[src/rdr_pkg.sv]
package rdr_pkg;

	localparam int CC_W  = 15;
	localparam int ZDR_W = 16;
	localparam int DR_W  = 15;
	localparam int ST_W  = 2;

	// quotient bits of the ratio, 2^30 included
	localparam int Q_W = 31;
	localparam int DIV_STEPS_DEF = 4;

	localparam logic [13:0] CC_MAX             = 14'd16382;
	localparam logic [17:0] LOG2_10_PER_20_Q28 = 18'd174162;
	localparam logic [17:0] DB_PER_LOG2_Q8     = 18'd197283;
	localparam logic [16:0] DR_MIN_MAG         = 17'd16384;

	typedef logic [ST_W-1:0] status_t;

	localparam status_t ST_GOOD    = 2'd0;
	localparam status_t ST_MISSING = 2'd1;
	localparam status_t ST_FOLDED  = 2'd2;

	typedef struct packed {
		logic    vld;
		status_t st;
	} tag_t;

	// integer square root, used only for constants
	function automatic logic [63:0] isqrt64(input logic [63:0] v);
		logic [63:0] res;
		logic [63:0] rem;
		logic [63:0] bt;
		res = '0;
		rem = v;
		for (int i = 31; i >= 0; i--) begin
			bt = 64'd1 << (2 * i);
			if (rem >= res + bt) begin
				rem = rem - (res + bt);
				res = (res >> 1) + bt;
			end else begin
				res = res >> 1;
			end
		end
		return res;
	endfunction

	// 2^(-2^-k) in Q30
	function automatic logic [29:0] root_q30(input int k);
		logic [63:0] r;
		r = 64'd1 << 29;
		for (int i = 1; i <= k; i++) begin
			r = isqrt64(r << 30);
		end
		return r[29:0];
	endfunction

endpackage

[src/rdr_div.sv]
module rdr_div #(
	parameter int DIV_STEPS = rdr_pkg::DIV_STEPS_DEF
) (
	input  logic          clk,
	input  logic          arst_n,
	input  logic          en,
	input  rdr_pkg::tag_t tag_in,
	input  logic [31:0]   num_in,
	input  logic [32:0]   den_in,
	output rdr_pkg::tag_t tag_out,
	output logic [rdr_pkg::Q_W-1:0] q_out
);
	import rdr_pkg::*;

	localparam int NST = (Q_W + DIV_STEPS - 1) / DIV_STEPS;

	tag_t           tag_s [0:NST];
	logic [33:0]    rem_s [0:NST];
	logic [32:0]    den_s [0:NST];
	logic [Q_W-1:0] quo_s [0:NST];

	assign tag_s[0] = tag_in;
	assign rem_s[0] = {2'b00, num_in};
	assign den_s[0] = den_in;
	assign quo_s[0] = '0;

	// restoring division, DIV_STEPS quotient bits per stage; first bit is q >= 2^30
	for (genvar s = 0; s < NST; s++) begin : g_st
		logic [33:0]    r;
		logic [Q_W-1:0] q;

		always_comb begin
			r = rem_s[s];
			q = quo_s[s];
			for (int i = 0; i < DIV_STEPS; i++) begin
				if (s * DIV_STEPS + i < Q_W) begin
					if (s * DIV_STEPS + i != 0) begin
						r = r << 1;
					end
					if (r >= {1'b0, den_s[s]}) begin
						r = r - {1'b0, den_s[s]};
						q = {q[Q_W-2:0], 1'b1};
					end else begin
						q = {q[Q_W-2:0], 1'b0};
					end
				end
			end
		end

		always_ff @(posedge clk or negedge arst_n) begin
			if (!arst_n) begin
				tag_s[s+1] <= '0;
			end else if (en) begin
				tag_s[s+1] <= tag_s[s];
			end
		end

		always_ff @(posedge clk) begin
			if (en) begin
				rem_s[s+1] <= r;
				den_s[s+1] <= den_s[s];
				quo_s[s+1] <= q;
			end
		end
	end

	assign tag_out = tag_s[NST];
	assign q_out   = quo_s[NST];

endmodule

[config.mk]
export PLATFORM = sky130hd
export DESIGN_NAME = rdr_div
export DESIGN_NICKNAME = d
export VERILOG_FILES = /design/src/rdr_pkg.sv /design/src/rdr_div.sv
export SDC_FILE = /design/constraint.sdc
export NUM_CORES = 2
export LEC_CHECK = 0
export BUFFER_PORTS_ARGS = -buffer_cell sky130_fd_sc_hd__clkbuf_2
export CAP_MARGIN = 5
export CORE_MARGIN = 2
export CORE_UTILIZATION = 29
export CTS_CLUSTER_DIAMETER = 80
export DETAILED_ROUTE_END_ITERATION = 12
export GPL_ROUTABILITY_DRIVEN = 0
export GPL_TIMING_DRIVEN = 1
export PLACE_DENSITY = 0.48
export SLEW_MARGIN = 25
export SYNTH_ARGS = -nofsm -noshare
export SYNTH_HDL_FRONTEND = slang
export SYNTH_SLANG_ARGS = --single-unit
[constraint.sdc]
create_clock -name clk -period 13.4 [get_ports clk]
set_clock_uncertainty 0.15 [all_clocks]
set_input_delay 0.67 -clock clk [delete_from_list [all_inputs] [get_ports clk]]
set_output_delay 0.67 -clock clk [all_outputs]
set_load 0.01 [all_outputs]
==> results.toml <==
[outcome]
status = "complete, no violations"

[detailed_routing]
first_pass_iters = 6
vias_per_cell = 5.339
ant_nets = 0
wl_per_cell_um = 19.95
vias = 72370
drt_iter0_markers = 5081
drcViolationCount = 0
drt_wl_total_um = 270400

[worst_setup_path]
critPathMaxFanout = 21
crit_top_cell = "mux2_2"
startpoint_type = "register"
r2r-end = "rem_s[70]"
cpPeakStageDelay_ns = 0.55
path_class = "register to register"
r2r_cells = 51
r2r-start = "den_s[104]"
r2r_setup_slack_ns = 0.44
cpMaxStageDelayCell = "or4_4"
end_kind = "register"
critPathArrivalTime_ns = 13.29
cp.required_ns = 13.73

[layout]
nets = 10990
final_cell_mix = "ha_1 (990), a21oi_1 (898), nor2_1 (702)"
area_growth_pct = 16.95
stdcell_area_um2 = 91850
mostFrequentLayoutCell = "ha_1"
final_cells = 13550
multi_input_area_um2 = 57420
regArea_um2 = 18770
final_util = 0.3401
drive_above_1_share = 0.1578
n_fill_cell = 27960

[clock_tree]
cts_sinks = 629
clk_path_buf_depth = 3
clkTransAtPathRegs_ns = 0.06
cts_buffers = 91
clock_latency_ns = 0.77
cts_max_level = 3
cts-root-buf = "clkbuf_16"
cts_tree = "built"

[logic_synthesis]
ys_seq_area_frac = 0.2390
ys_warn_count = 0
netlist_area_um2 = 78530
syn_inst = 9236
synth-main-ff-cell = "edfxtp_1"
synth_cell_types = 103
postSynthAreaPerCell_um2 = 8.503
synth_edf_count = 605
synth.ff_latch_count = 629
synth_nets = 10320
synth-async-reset-ratio = 0.03816

[timing]
slew_headroom = 0.3424
worstMarginPinSlew_ns = 0.9864
setup_viol = 0
final_max_slew_viol_count = 0
fmax_mhz = 77.17
post-route-period-util = 0.9670
hold_viol_final = 0
min_period_ns = 12.96

[grt]
grt_max_degree = 159
grt_antenna_before_repair = 6
grt_util_all_layers = 0.1899
grt_overflow = 0
grt_pass1_wl_um = 411200
grt_pass1_vias = 69430

[place]
place_inst = 13300
place_hpwl_um = 223300
dpl_cell_area_um2 = 87470
place.port_buffers = 104

[floorplanning]
die-area_um2 = 275000
core_region_area_um2 = 270000
die_h_um = 524.4
io_pins = 105
rows = 191
fp.dieW_um = 524.4
start_util = 0.2908

[run]
cap_violations = 0

[min_path]
hold_end = "den_s[248]"
min_path_cells = 1
hold_path.class = "primary input to register"
hold_start = "den_in[17]"
cells by family (layout without fill, tap and decap cells):
group / Yosys count / after routing / synth area share
xor gates and xnor gates: 821 / 821 / 0.09156
and+or+nand+nor: 2490 / 2490 / 0.1516
other: 0 / 4 / 0
DFF: 629 / 629 / 0.2390
muxes: 505 / 505 / 0.07268
buffers and inverters: 736 / 1479 / 0.03648
AOI/OAI and AO/OA: 3047 / 3048 / 0.2472
adders and majority gates: 1008 / 1008 / 0.1615
layout make-up:
class,instances,area share
diodes,4,0.0001090
clock buffers,107,0.02588
repair buffers,779,0.06577
inverters,532,0.02203
clock inverters,60,0.007929
well taps,3570,0.04863
flip-flops and latches,629,0.2043
multi-input cells,7872,0.6252
repair inverters,1,0.00008174
Yosys cell counts, drive strengths merged, types with 35 or more instances:
library cell	n	area, um2
nor3	153	780.8
buf	69	359.1
and3	72	450.4
mux2i	55	550.5
xor2	281	2461
xnor2	540	4730
a21boi	37	281.5
o21bai	133	998.5
a21oi	917	4601
a22oi	35	262.8
inv	529	1988
a211oi	95	728.2
ha	999	12500
a21o	410	3078
o31ai	62	465.5
nand2	700	2628
nand2b	155	969.7
o211ai	46	345.3
o21a	155	1165
or3	53	331.6
edfxtp	605	18170
or2	53	331.6
nand4	108	675.7
nand3	174	870.8
clkbuf	135	506.7
nor2	706	2658
o21ai	693	3468
mux2	450	5157
and2	71	444.2
nor2b	114	713.2
a31oi	75	469.2
state kept, by name, summed over array words and instances, names as in the netlist:
register	flops
rem_s	231
quo_s	112
tag_out	3
q_out	31
tag_s	21
den_s	231
worst max-delay path: cells and delay by family (launching register included):
kind / cells / cell delay (ns)
muxes: 4 / 1.45
buffers and inverters: 7 / 1.19
adders and majority gates: 4 / 1.35
and+or+nand+nor: 14 / 3.38
AOI/OAI and AO/OA: 22 / 4.70
DFF: 1 / 0.41
per-stage QoR:
step | setup slack, ns | setup TNS, ns | hold slack, ns
6_report | 0.4417 | 0 | 0.08348
5_1_grt | -0.05110 | -0.9394 | 0.07842
4_1_cts | 0.01623 | 0 | 0.02910
3_5_place_dp | -0.1319 | -4.322 | 0.2545
3_3_place_gp | -0.004081 | -0.004913 | 0.2523
2_1_floorplan | 0.1505 | 0 | 0.2244
how the worst max path moves through the flow:
stage / startpoint / slack [ns] / cells past startpoint / to
after detailed placement: den_s[166] / -0.13 / 48 / rem_s[162]
after CTS: den_s[104] / 0.02 / 53 / rem_s[70]
after global routing: den_s[105] / -0.05 / 51 / rem_s[82]
after global placement: den_s[233] / -0.004 / 53 / rem_s[214]
final: den_s[104] / 0.44 / 51 / rem_s[70]
after floorplan: den_s[99] / 0.15 / 59 / rem_s[95]
layer usage:
| metal | wire [um] | share of wire | GRT usage |
|---|---|---|---|
| met5 | 0 | 0 | 0 |
| met4 | 8876 | 0.033 | 0.06042 |
| met3 | 11640 | 0.043 | 0.01701 |
| met2 | 125100 | 0.46 | 0.3193 |
| met1 | 124700 | 0.46 | 0.2554 |
repair_timing:
action,in CTS,in global routing
gates cloned,0,4
endpoints found under the setup margin,79,238
pin swaps,0,20
hold buffers,31,0
resized for setup,8,143
buffers inserted,0,52
hold endpoints to repair,54,0
Power is not shown: default switching activity piles up to over one toggle a cycle in this logic, so the estimate is an artifact.
